## config.mk

```make
export PLATFORM = sky130hd
export DESIGN_NAME = positional_list_store
export DESIGN_NICKNAME = d
export VERILOG_FILES = /design/src/hdl/pls_pkg.sv /design/src/hdl/positional_list_store.sv /design/src/hdl/pls_ram.sv /design/src/hdl/pls_ctrl.sv
export SDC_FILE = /design/constraint.sdc
export NUM_CORES = 2
export LEC_CHECK = 0
export ABC_AREA = 1
export BUFFER_PORTS_ARGS = -buffer_cell sky130_fd_sc_hd__buf_2
export CORE_MARGIN = 1.5
export CORE_UTILIZATION = 45
export DETAILED_ROUTE_END_ITERATION = 8
export RECOVER_POWER = 100
export SLEW_MARGIN = 40
export SYNTH_ARGS = -nofsm -noshare
export SYNTH_HDL_FRONTEND = slang
export SYNTH_SLANG_ARGS = --single-unit
```

## constraint.sdc

```tcl
create_clock -name clk_i -period 4.7 [get_ports clk_i]
set_input_delay 0.94 -clock clk_i [delete_from_list [all_inputs] [get_ports clk_i]]
set_output_delay 0.94 -clock clk_i [all_outputs]
set_load 0.01 [all_outputs]
```

## src/hdl/pls_pkg.sv

```systemverilog
// pls_pkg: request codes, status codes and the result record of the list store
// no dependencies

package pls_pkg;

  localparam int unsigned DataW  = 32;
  localparam int unsigned PosW   = 7;
  localparam int unsigned CountW = 7;
  localparam int unsigned TypeW  = 3;
  localparam int unsigned StatW  = 2;

  localparam logic [TypeW-1:0] REQ_INS_HEAD = 3'd0;
  localparam logic [TypeW-1:0] REQ_INS_TAIL = 3'd1;
  localparam logic [TypeW-1:0] REQ_INS_POS  = 3'd2;
  localparam logic [TypeW-1:0] REQ_DEL_HEAD = 3'd3;
  localparam logic [TypeW-1:0] REQ_DEL_TAIL = 3'd4;
  localparam logic [TypeW-1:0] REQ_DEL_POS  = 3'd5;

  localparam logic [StatW-1:0] ST_OK     = 2'd0;
  localparam logic [StatW-1:0] ST_EMPTY  = 2'd1;
  localparam logic [StatW-1:0] ST_BADPOS = 2'd2;
  localparam logic [StatW-1:0] ST_FULL   = 2'd3;

  typedef struct packed {
    logic [StatW-1:0]        status;
    logic signed [DataW-1:0] removed;
    logic [CountW-1:0]       count;
  } res_t;

endpackage

```

## src/hdl/positional_list_store.sv

```systemverilog
// positional_list_store: ordered list of signed values held packed in one entry memory
// sequencing: failed or unused requests go straight to the result state; an insert at
//   index k moves the entries from the tail down to k up one place, then writes the value;
//   a delete at index k reads the removed entry, then moves each entry above it down one;
//   one request at a time, set by the entry-by-entry shift (one read and one write per cycle)
// reset: the count and handshake clear at once; the entry memory is not cleared

module positional_list_store #(
  parameter int unsigned CAPACITY = 64
) (
  input  logic                               clk_i,
  input  logic                               rst_ni,
  input  logic                               in_valid_i,
  output logic                               in_stall_o,
  input  logic [pls_pkg::TypeW-1:0]          req_type_i,
  input  logic signed [pls_pkg::DataW-1:0]   item_value_i,
  input  logic [pls_pkg::PosW-1:0]           position_i,
  output logic                               out_valid_o,
  input  logic                               out_stall_i,
  output logic [pls_pkg::StatW-1:0]          status_o,
  output logic signed [pls_pkg::DataW-1:0]   removed_value_o,
  output logic [pls_pkg::CountW-1:0]         entry_count_o
);
  import pls_pkg::*;

  localparam int unsigned AW = (CAPACITY > 1) ? $clog2(CAPACITY) : 1;
  localparam int unsigned CW = $clog2(CAPACITY + 1);

  logic             wr_en, rd_en;
  logic [AW-1:0]    wr_addr, rd_addr;
  logic [DataW-1:0] wr_data, rd_data;
  logic             res_valid, res_ready;
  res_t             res;

  logic             out_valid_q;
  res_t             out_q;

  pls_ctrl #(
    .CAPACITY (CAPACITY),
    .AW       (AW),
    .CW       (CW)
  ) u_ctrl (
    .clk_i        (clk_i),
    .rst_ni       (rst_ni),
    .in_valid_i   (in_valid_i),
    .in_stall_o   (in_stall_o),
    .req_type_i   (req_type_i),
    .item_value_i (item_value_i),
    .position_i   (position_i),
    .wr_en_o      (wr_en),
    .wr_addr_o    (wr_addr),
    .wr_data_o    (wr_data),
    .rd_en_o      (rd_en),
    .rd_addr_o    (rd_addr),
    .rd_data_i    (rd_data),
    .res_valid_o  (res_valid),
    .res_o        (res),
    .res_ready_i  (res_ready)
  );

  pls_ram #(
    .DEPTH (CAPACITY),
    .AW    (AW)
  ) u_ram (
    .clk_i     (clk_i),
    .wr_en_i   (wr_en),
    .wr_addr_i (wr_addr),
    .wr_data_i (wr_data),
    .rd_en_i   (rd_en),
    .rd_addr_i (rd_addr),
    .rd_data_o (rd_data)
  );

  // output register takes a result whenever its slot is free or being emptied
  assign res_ready = !out_valid_q || !out_stall_i;

  always_ff @(posedge clk_i or negedge rst_ni) begin
    if (!rst_ni) begin
      out_valid_q <= 1'b0;
    end else if (res_ready) begin
      out_valid_q <= res_valid;
    end
  end

  always_ff @(posedge clk_i) begin
    if (res_ready && res_valid) begin
      out_q <= res;
    end
  end

  assign out_valid_o     = out_valid_q;
  assign status_o        = out_q.status;
  assign removed_value_o = out_q.removed;
  assign entry_count_o   = out_q.count;

endmodule

```

## src/hdl/pls_ram.sv

```systemverilog
// pls_ram: entry memory, one write port and one registered read port
// depends on pls_pkg for the data width

module pls_ram #(
  parameter int unsigned DEPTH = 64,
  parameter int unsigned AW    = 6
) (
  input  logic                       clk_i,
  input  logic                       wr_en_i,
  input  logic [AW-1:0]              wr_addr_i,
  input  logic [pls_pkg::DataW-1:0]  wr_data_i,
  input  logic                       rd_en_i,
  input  logic [AW-1:0]              rd_addr_i,
  output logic [pls_pkg::DataW-1:0]  rd_data_o
);
  import pls_pkg::*;

  logic [DataW-1:0] mem [DEPTH];

  always_ff @(posedge clk_i) begin
    if (wr_en_i) begin
      mem[wr_addr_i] <= wr_data_i;
    end
  end

  always_ff @(posedge clk_i) begin
    if (rd_en_i) begin
      rd_data_o <= mem[rd_addr_i];
    end
  end

endmodule

```

## src/hdl/pls_ctrl.sv

```systemverilog
// pls_ctrl: request decode and the shift sequencer that moves entries through the memory
// depends on pls_pkg; drives the ports of pls_ram

module pls_ctrl #(
  parameter int unsigned CAPACITY = 64,
  parameter int unsigned AW       = 6,
  parameter int unsigned CW       = 7
) (
  input  logic                        clk_i,
  input  logic                        rst_ni,
  input  logic                        in_valid_i,
  output logic                        in_stall_o,
  input  logic [pls_pkg::TypeW-1:0]   req_type_i,
  input  logic signed [pls_pkg::DataW-1:0] item_value_i,
  input  logic [pls_pkg::PosW-1:0]    position_i,
  output logic                        wr_en_o,
  output logic [AW-1:0]               wr_addr_o,
  output logic [pls_pkg::DataW-1:0]   wr_data_o,
  output logic                        rd_en_o,
  output logic [AW-1:0]               rd_addr_o,
  input  logic [pls_pkg::DataW-1:0]   rd_data_i,
  output logic                        res_valid_o,
  output pls_pkg::res_t               res_o,
  input  logic                        res_ready_i
);
  import pls_pkg::*;

  typedef enum logic [5:0] {
    S_IDLE      = 6'b000001,
    S_INS_SHIFT = 6'b000010,
    S_INS_PUT   = 6'b000100,
    S_DEL_GET   = 6'b001000,
    S_DEL_SHIFT = 6'b010000,
    S_DONE      = 6'b100000
  } state_e;

  state_e                  state_q, state_d;
  logic [CW-1:0]           count_q, count_d;
  logic [AW-1:0]           cur_q, cur_d;
  logic [AW-1:0]           idx_q, idx_d;
  logic [DataW-1:0]        val_q, val_d;
  logic [StatW-1:0]        status_q, status_d;
  logic [DataW-1:0]        removed_q, removed_d;

  logic                    in_acc;
  logic                    is_full, is_empty;
  logic [PosW:0]           pos_x, cnt_x;
  logic [StatW-1:0]        dec_status;
  logic                    dec_ins, dec_del;
  logic [AW-1:0]           dec_idx;
  logic [AW-1:0]           last_idx;
  logic [AW-1:0]           pos_idx;

  assign in_stall_o = (state_q != S_IDLE);
  assign in_acc     = in_valid_i && !in_stall_o;

  assign is_full  = (count_q == CW'(CAPACITY));
  assign is_empty = (count_q == '0);
  assign pos_x    = {1'b0, position_i};
  assign cnt_x    = (PosW+1)'(count_q);
  assign last_idx = AW'(count_q - CW'(1));
  assign pos_idx  = AW'(position_i - PosW'(1));

  // decode the request against the current fill
  always_comb begin
    dec_status = ST_OK;
    dec_ins    = 1'b0;
    dec_del    = 1'b0;
    dec_idx    = '0;
    case (req_type_i)
      REQ_INS_HEAD, REQ_INS_TAIL, REQ_INS_POS: begin
        if (is_full) begin
          dec_status = ST_FULL;
        end else if (req_type_i == REQ_INS_POS &&
                     (position_i == '0 || pos_x > cnt_x + (PosW+1)'(1))) begin
          dec_status = ST_BADPOS;
        end else begin
          dec_ins = 1'b1;
          if (req_type_i == REQ_INS_HEAD) begin
            dec_idx = '0;
          end else if (req_type_i == REQ_INS_TAIL) begin
            dec_idx = AW'(count_q);
          end else begin
            dec_idx = pos_idx;
          end
        end
      end
      REQ_DEL_HEAD, REQ_DEL_TAIL, REQ_DEL_POS: begin
        if (is_empty) begin
          dec_status = ST_EMPTY;
        end else if (req_type_i == REQ_DEL_POS &&
                     (position_i == '0 || pos_x > cnt_x)) begin
          dec_status = ST_BADPOS;
        end else begin
          dec_del = 1'b1;
          if (req_type_i == REQ_DEL_HEAD) begin
            dec_idx = '0;
          end else if (req_type_i == REQ_DEL_TAIL) begin
            dec_idx = last_idx;
          end else begin
            dec_idx = pos_idx;
          end
        end
      end
      default: begin
        dec_status = ST_OK;
      end
    endcase
  end

  always_comb begin
    state_d   = state_q;
    count_d   = count_q;
    cur_d     = cur_q;
    idx_d     = idx_q;
    val_d     = val_q;
    status_d  = status_q;
    removed_d = removed_q;
    wr_en_o   = 1'b0;
    wr_addr_o = cur_q;
    wr_data_o = rd_data_i;
    rd_en_o   = 1'b0;
    rd_addr_o = cur_q;

    case (state_q)
      S_IDLE: begin
        if (in_acc) begin
          status_d  = dec_status;
          removed_d = '0;
          val_d     = item_value_i;
          idx_d     = dec_idx;
          if (dec_ins) begin
            if (dec_idx == AW'(count_q)) begin
              state_d = S_INS_PUT;
            end else begin
              // walk down from the tail, each entry moves up one place
              rd_en_o   = 1'b1;
              rd_addr_o = last_idx;
              cur_d     = last_idx;
              state_d   = S_INS_SHIFT;
            end
          end else if (dec_del) begin
            rd_en_o   = 1'b1;
            rd_addr_o = dec_idx;
            cur_d     = dec_idx;
            state_d   = S_DEL_GET;
          end else begin
            state_d = S_DONE;
          end
        end
      end
      S_INS_SHIFT: begin
        wr_en_o   = 1'b1;
        wr_addr_o = cur_q + AW'(1);
        if (cur_q == idx_q) begin
          state_d = S_INS_PUT;
        end else begin
          rd_en_o   = 1'b1;
          rd_addr_o = cur_q - AW'(1);
          cur_d     = cur_q - AW'(1);
        end
      end
      S_INS_PUT: begin
        wr_en_o   = 1'b1;
        wr_addr_o = idx_q;
        wr_data_o = val_q;
        count_d   = count_q + CW'(1);
        state_d   = S_DONE;
      end
      S_DEL_GET: begin
        removed_d = rd_data_i;
        if (cur_q == last_idx) begin
          count_d = count_q - CW'(1);
          state_d = S_DONE;
        end else begin
          rd_en_o   = 1'b1;
          rd_addr_o = cur_q + AW'(1);
          cur_d     = cur_q + AW'(1);
          state_d   = S_DEL_SHIFT;
        end
      end
      S_DEL_SHIFT: begin
        // close the gap: entry moves down one place
        wr_en_o   = 1'b1;
        wr_addr_o = cur_q - AW'(1);
        if (cur_q == last_idx) begin
          count_d = count_q - CW'(1);
          state_d = S_DONE;
        end else begin
          rd_en_o   = 1'b1;
          rd_addr_o = cur_q + AW'(1);
          cur_d     = cur_q + AW'(1);
        end
      end
      S_DONE: begin
        if (res_ready_i) begin
          state_d = S_IDLE;
        end
      end
      default: begin
        state_d = S_IDLE;
      end
    endcase
  end

  assign res_valid_o    = (state_q == S_DONE);
  assign res_o.status   = status_q;
  assign res_o.removed  = removed_q;
  assign res_o.count    = CountW'(count_q);

  always_ff @(posedge clk_i or negedge rst_ni) begin
    if (!rst_ni) begin
      state_q <= S_IDLE;
      count_q <= '0;
    end else begin
      state_q <= state_d;
      count_q <= count_d;
    end
  end

  always_ff @(posedge clk_i) begin
    cur_q     <= cur_d;
    idx_q     <= idx_d;
    val_q     <= val_d;
    status_q  <= status_d;
    removed_q <= removed_d;
  end

endmodule
```

==> After elaboration in Yosys (flattened, before gate mapping) <==
Memory sizes are Yosys's and may differ from the RTL's. A register that Yosys moved wholly into a read port is not among the register bits.
Cells that the tools add are included.
{ "totals": {"register_bits": 133, "ramBits": 2048, "in_bits": 46, "out_inout_bits": 43, "wordCells": 116, "n_memories": 1} }
{ "mem_list": {"columns": ["name", "depth", "word_bits", "rd", "rd_ports_with_merged_regs", "write_ports", "line", "source"], "rows": [
  ["u_ram.mem", 64, 32, 1, 1, 1, "pls_ram.sv:18", "logic [DataW-1:0] mem [DEPTH];"]
]} }
{ "op_classes": {"addsub": 6, "order_cmp": 2, "eq_ne": 21, "mux": 52, "n_reduce_logical": 23} }
{ "op_table": {"columns": ["op", "count"], "rows": [
  ["6-bit two-way mux", 21],
  ["32-bit two-way mux", 2],
  ["32-bit case mux with 2 select lines", 1],
  ["6-bit case mux with 3 select lines", 2],
  ["6-bit case mux with 6 select lines", 1],
  ["6-bit equality test", 3],
  ["1-bit two-way mux", 15],
  ["7-bit logical NOT", 2],
  ["7-bit case mux with 2 select lines", 1],
  ["6-bit case mux with 2 select lines", 1],
  ["6-bit by 1-bit subtractor with 6-bit output (second input constant)", 2],
  ["2-bit by 1-bit != test with 1-bit output (second input constant)", 5],
  ["3-bit OR reduction", 3],
  ["7-bit by 1-bit adder with 8-bit output (second input constant)", 1],
  ["7-bit by 8-bit > comparator with 1-bit output", 1],
  ["2-bit two-way mux", 4],
  ["7-bit by 1-bit adder with 7-bit output (second input constant)", 1],
  ["7-bit equality test (second input constant)", 1],
  ["7-bit > comparator", 1],
  ["7-bit two-way mux", 1],
  ["7-bit by 1-bit subtractor with 7-bit output (second input constant)", 1],
  ["6-bit by 1-bit adder with 6-bit output (second input constant)", 1],
  ["3-bit by 2-bit equality test with 1-bit output (second input constant)", 2],
  ["3-bit equality test (second input constant)", 2],
  ["other kinds (19)", 29]
]} }

==> Depth between registers and ports, before layout <==
{ "logic_depth": {"ltp_word": 12, "depth_mapped": 37, "depth_no_buf": 34} }

==> Modules after synthesis <==
Synthesis repeated with hierarchy kept, for this count alone.
{ "hier_totals": {"hier_cells": 7503, "area_unflattened_um2": 89965.0} }
{ "by_module_without_submodules": {"columns": ["module", "n_inst", "cells_each", "area_each_um2", "seq_area_each_um2"], "rows": [
  ["pls_ram", 1, 6791, 83085.9, 62459.9],
  ["pls_ctrl", 1, 666, 5606.6, 2608.8],
  ["positional_list_store", 1, 46, 1272.5, 1256.2]
]} }

==> Least setup slack after synthesis <==
Ideal clock, no wire load.
{ "synth_timing": {"kind": "reg-to-reg", "start": "reg u_ctrl.state_q[0]", "end": "mem u_ram.mem[0][0] (data pin)", "setup_time_ns": 0.702, "arrival_time_ns": 3.704, "required_ns": 3.998, "path_slack_ns": 0.294, "stages_incl_launch_ff": 7, "path_buffers": 2, "period_less_slack_ns": 4.406, "cell_sequence": "dfstp_2 -> nor2_1 -> inv_1 -> nor4_1 -> clkbuf_1 -> clkbuf_1 -> o21ai_0"} }
{ "synth_between": {"elab_chain_len": 2} }
{ "synth_rtl": {"columns": ["element", "line", "source"], "rows": [
  ["start: declaration", "pls_ctrl.sv:37", "state_e state_q, state_d;"],
  ["start signal: assignment", "pls_ctrl.sv:216", "state_q <= state_d;"],
  ["6-bit by 3-bit equality test with 1-bit output", "pls_ctrl.sv:125", "case (state_q)"],
  ["32-bit two-way mux", "pls_ctrl.sv:125", null],
  ["net u_ctrl.wr_data_o (one bit)", "pls_ctrl.sv:18", "output logic [pls_pkg::DataW-1:0] wr_data_o,"],
  ["end: declaration", "pls_ram.sv:18", null]
]} }
The timed path passes the listed nets, and every way through them passes these cells.

==> Final worst setup path <==
{ "layout_timing": {"start": "reg u_ctrl.count_q[0]", "end": "reg u_ram.rd_data_o[19] (netlist name), read port of u_ram.mem (data pin)"} }
{ "layout_between": {"elab_chain_len": 12, "word_cells_on_any_way": 39} }
{ "layout_rtl": {"columns": ["element", "line", "source"], "rows": [
  ["start: declaration", "pls_ctrl.sv:38", "logic [CW-1:0] count_q, count_d;"],
  ["start signal: assignment", "pls_ctrl.sv:217", "count_q <= count_d;"],
  ["7-bit by 1-bit adder with 8-bit output", "pls_ctrl.sv:75", "(position_i == '0 || pos_x > cnt_x + (PosW+1)'(1))) begin"],
  ["7-bit by 8-bit > comparator with 1-bit output", "pls_ctrl.sv:75", null],
  ["1-bit logical OR", "pls_ctrl.sv:75", null],
  ["1-bit logical AND", "pls_ctrl.sv:74", "end else if (req_type_i == REQ_INS_POS &&"],
  ["6-bit two-way mux", "pls_ctrl.sv:74", null],
  ["6-bit two-way mux", "pls_ctrl.sv:72", "if (is_full) begin"],
  ["6-bit case mux with 2 select lines (*)", "pls_ctrl.sv:70", "case (req_type_i)"],
  ["net u_ctrl.dec_idx[5]", "pls_ctrl.sv:50", "logic [AW-1:0] dec_idx;"],
  ["6-bit equality test", "pls_ctrl.sv:133", "if (dec_idx == AW'(count_q)) begin"],
  ["6-bit two-way mux or 1-bit two-way mux (tied branches) (3 in a row)", null, null],
  ["6-bit case mux with 3 select lines or 1-bit case mux with 3 select lines (tied branches)", null, null],
  ["end: declaration", "pls_ram.sv:14", "output logic [pls_pkg::DataW-1:0] rd_data_o"]
]} }
The timed path passes the listed nets; every way through them passes the cells marked *.
A chain may end at the register's enable or synchronous reset.

==> flow_summary.yaml <==
status:
  status: "complete, but fails checks"
  violations: "capacitance limit, slew limit, setup timing"
cells_and_area:
  final_common_cell: "edfxtp_1"
  final_nets: 9523
  area_delta_synth_final_pct: 24.7
  design_area_um2: 122000
  final_cell_mix: "edfxtp_1, nand3_1, nand2_1, inv_1, nand3b_1"
  drive_gt1_share_pct: 19.0
critical_path:
  cp.required_ns: 5.32
  crit_top_cell: "nand2_1"
  cp_slowest_cell: "dfrtp_2"
  path_class: "flip-flop to flip-flop"
  startpoint_type: "flip-flop"
  ff2ff_setup_slack_ns: -0.08
  worstPathArrival_ns: 5.40
  end_kind: "flip-flop"
  cp_max_fo: 8
  critical_path.max_stage_delay_ns: 0.44
synth:
  synth_edf_count: 2193
  netlist.top_cell.by_area: "edfxtp_1"
  synth.distinct_cells: 53
  synth_ff_type: "edfxtp_1"
  synth_area_leaders: "edfxtp_1, nand3_1, nand3b_1, nand2_1, inv_1"
  post_synth.cell_area_avg_um2: 11.2
  async_flop_share_pct: 0.633
  yosysWarnings: 0
  syn_nets: 8782
  synth_top_area_share_pct: 67.5
  ys_seq_elements: 2213
  synthCells: 8716
  ys_seq_area_share_pct: 67.9
  syn_area_um2: 97600
timing:
  rsz0062_at_grt: "yes"
  fin_crit_sh_pct: 102
  skew_ns: 0.0403
  setup_viol: 55
  drv_slew: 304
  tightest_slew_ns: 2.52
  slew_headroom_pct: -69.8
  hold_violations: 0
  clock.fmax_mhz: 209
  fin_crit_ns: 4.78
  setup_ws_ns: -0.0846
routing:
  vias_per_cell: 5.72
  drt_iter0_drc: 9295
  wire_per_inst_um: 26.0
  drc: 0
  drt-total-wl_um: 324000
  drt_pre_antenna_iters: 6
  vias: 71500
  drtAntennaViolNets: 0
clock_tree:
  insertion_delay_ns: 0.89
  clock_sinks: 2213
  htreeDepth: 4
  cts_tree: "yes"
  clk_pin_slew_ns: 0.06
  cts_buffers: 222
  clk_path_buf_depth: 3
  root_buffer: "clkbuf_16"
run:
  max-cap-violations: 17
grt:
  antenna_found_initial: 14
  grt_pass1_wl_um: 455000
  overflow: 0
  grt_util_all_layers_pct: 28.2
  grt_pass1_vias: 67300
  grt_max_degree: 150
floorplanning:
  die_y_um: 469
  start_util_pct: 45.4
  die_x_um: 469
  rows: 170
  pin_count: 89
  core_area_um2: 215000
  die-area_um2: 220000
place:
  hpwl_um: 187000
  port_buffers: 88
  placedInstanceArea_um2: 109000
  place_ws_ns: -1.00
  globalplace.congestion: 0.881
min_path:
  hold_path_class: "primary input to flip-flop"
-- stage by stage --
stage                     std cells  hold slack, ns  setup TNS (ns)  utilization (%)
after floorplan                8716           0.400               0                -
after global placement        11800           0.405          -20.00             50.3
after detailed placement      11900           0.405          -18.34             50.6
after CTS                     12400           0.188           -2.51             55.3
after global routing          12500           0.213          -12.71             56.6
final                         12500           0.230           -2.41             56.6
-- registers in the layout (all words and copies together) (netlist names) --
signal,count
entry_count_o,7
out_valid_o,1
removed_value_o,32
status_o,2
u_ctrl.count_q,7
u_ctrl.cur_q,6
u_ctrl.idx_q,6
u_ctrl.removed_q,32
u_ctrl.state_q,6
u_ctrl.status_q,2
u_ctrl.val_q,32
u_ram.mem,2048
u_ram.rd_data_o,32
-- Yosys cell counts (13+ instances only) --
cell / n
inv_1: 1243
nor2_1: 147
ha_1: 20
o21ai_0: 55
a21oi_1: 13
dfrtp_1: 13
clkbuf_1: 161
nand4_1: 14
nand2_1: 1399
xor2_1: 21
buf_1: 17
buf_2: 375
edfxtp_1: 2193
nand3b_1: 768
nand3_1: 2154
-- worst paths after layout --
path	start	end	cells past startpoint
max in group asynchronous	rst_ni	u_ctrl.count_q[0]	2
min reg2reg	u_ctrl.removed_q[6]	removed_value_o[6]	0
min	item_value_i[29]	u_ctrl.val_q[29]	1
max reg2reg	u_ctrl.count_q[0]	u_ram.rd_data_o[19]	33
max	u_ctrl.count_q[0]	u_ram.rd_data_o[19]	33
min in group asynchronous	rst_ni	u_ctrl.count_q[3]	2
-- critical path, delay by kind of cell (launching register included) --
kind / cells / cell delay (ns)
AOI/OAI and AO/OA: 2 / 0.34
xor gates and xnor gates: 1 / 0.15
adders and majority gates: 2 / 0.48
buffers and inverters: 5 / 0.80
DFF: 1 / 0.44
and+or+nand+nor: 23 / 2.27
-- layout make-up --
cell class                      instances  area (µm²)
Clock inverter                        138        1460
Tap cell                             2838        3550
Antenna cell                            7        17.5
Timing Repair Buffer                 1087       12900
Multi-Input combinational cell       4677       27000
Sequential cell                      2213       66300
Fill cell                           17500       93300
Clock buffer                          275        5780
Inverter                             1256        4730
-- metal layers --
layer | vias to the layer above | GRT usage, % | wire (µm)
met3 | 763 | 4.59 | 30500
met5 | - | 0 | 54
met1 | 35300 | 38.2 | 128000
li1 | 31600 | - | -
met4 | 8 | 11.8 | 15600
met2 | 3738 | 45.2 | 151000
-- timing repair --
action,in CTS,in global routing
endpoints found under the hold margin,13,0
setup endpoints to repair,32,32
hold buffers,1,0
gates resized for setup,338,336
pin swaps,37,103
gates cloned,17,40
setup buffers,81,83
-- kinds of logic after synthesis --
kind of cell               after synthesis  synth area share (%)
and+or+nand+nor                       4516                  23.2
DFF                                   2213                  67.9
buffers and inverters                 1826                  7.59
AOI/OAI and AO/OA                      115                 0.737
xor gates and xnor gates                26                 0.233
adders and majority gates               20                 0.256
Power is not shown: default switching activity piles up to over one toggle a cycle in this logic, so the estimate is an artifact.
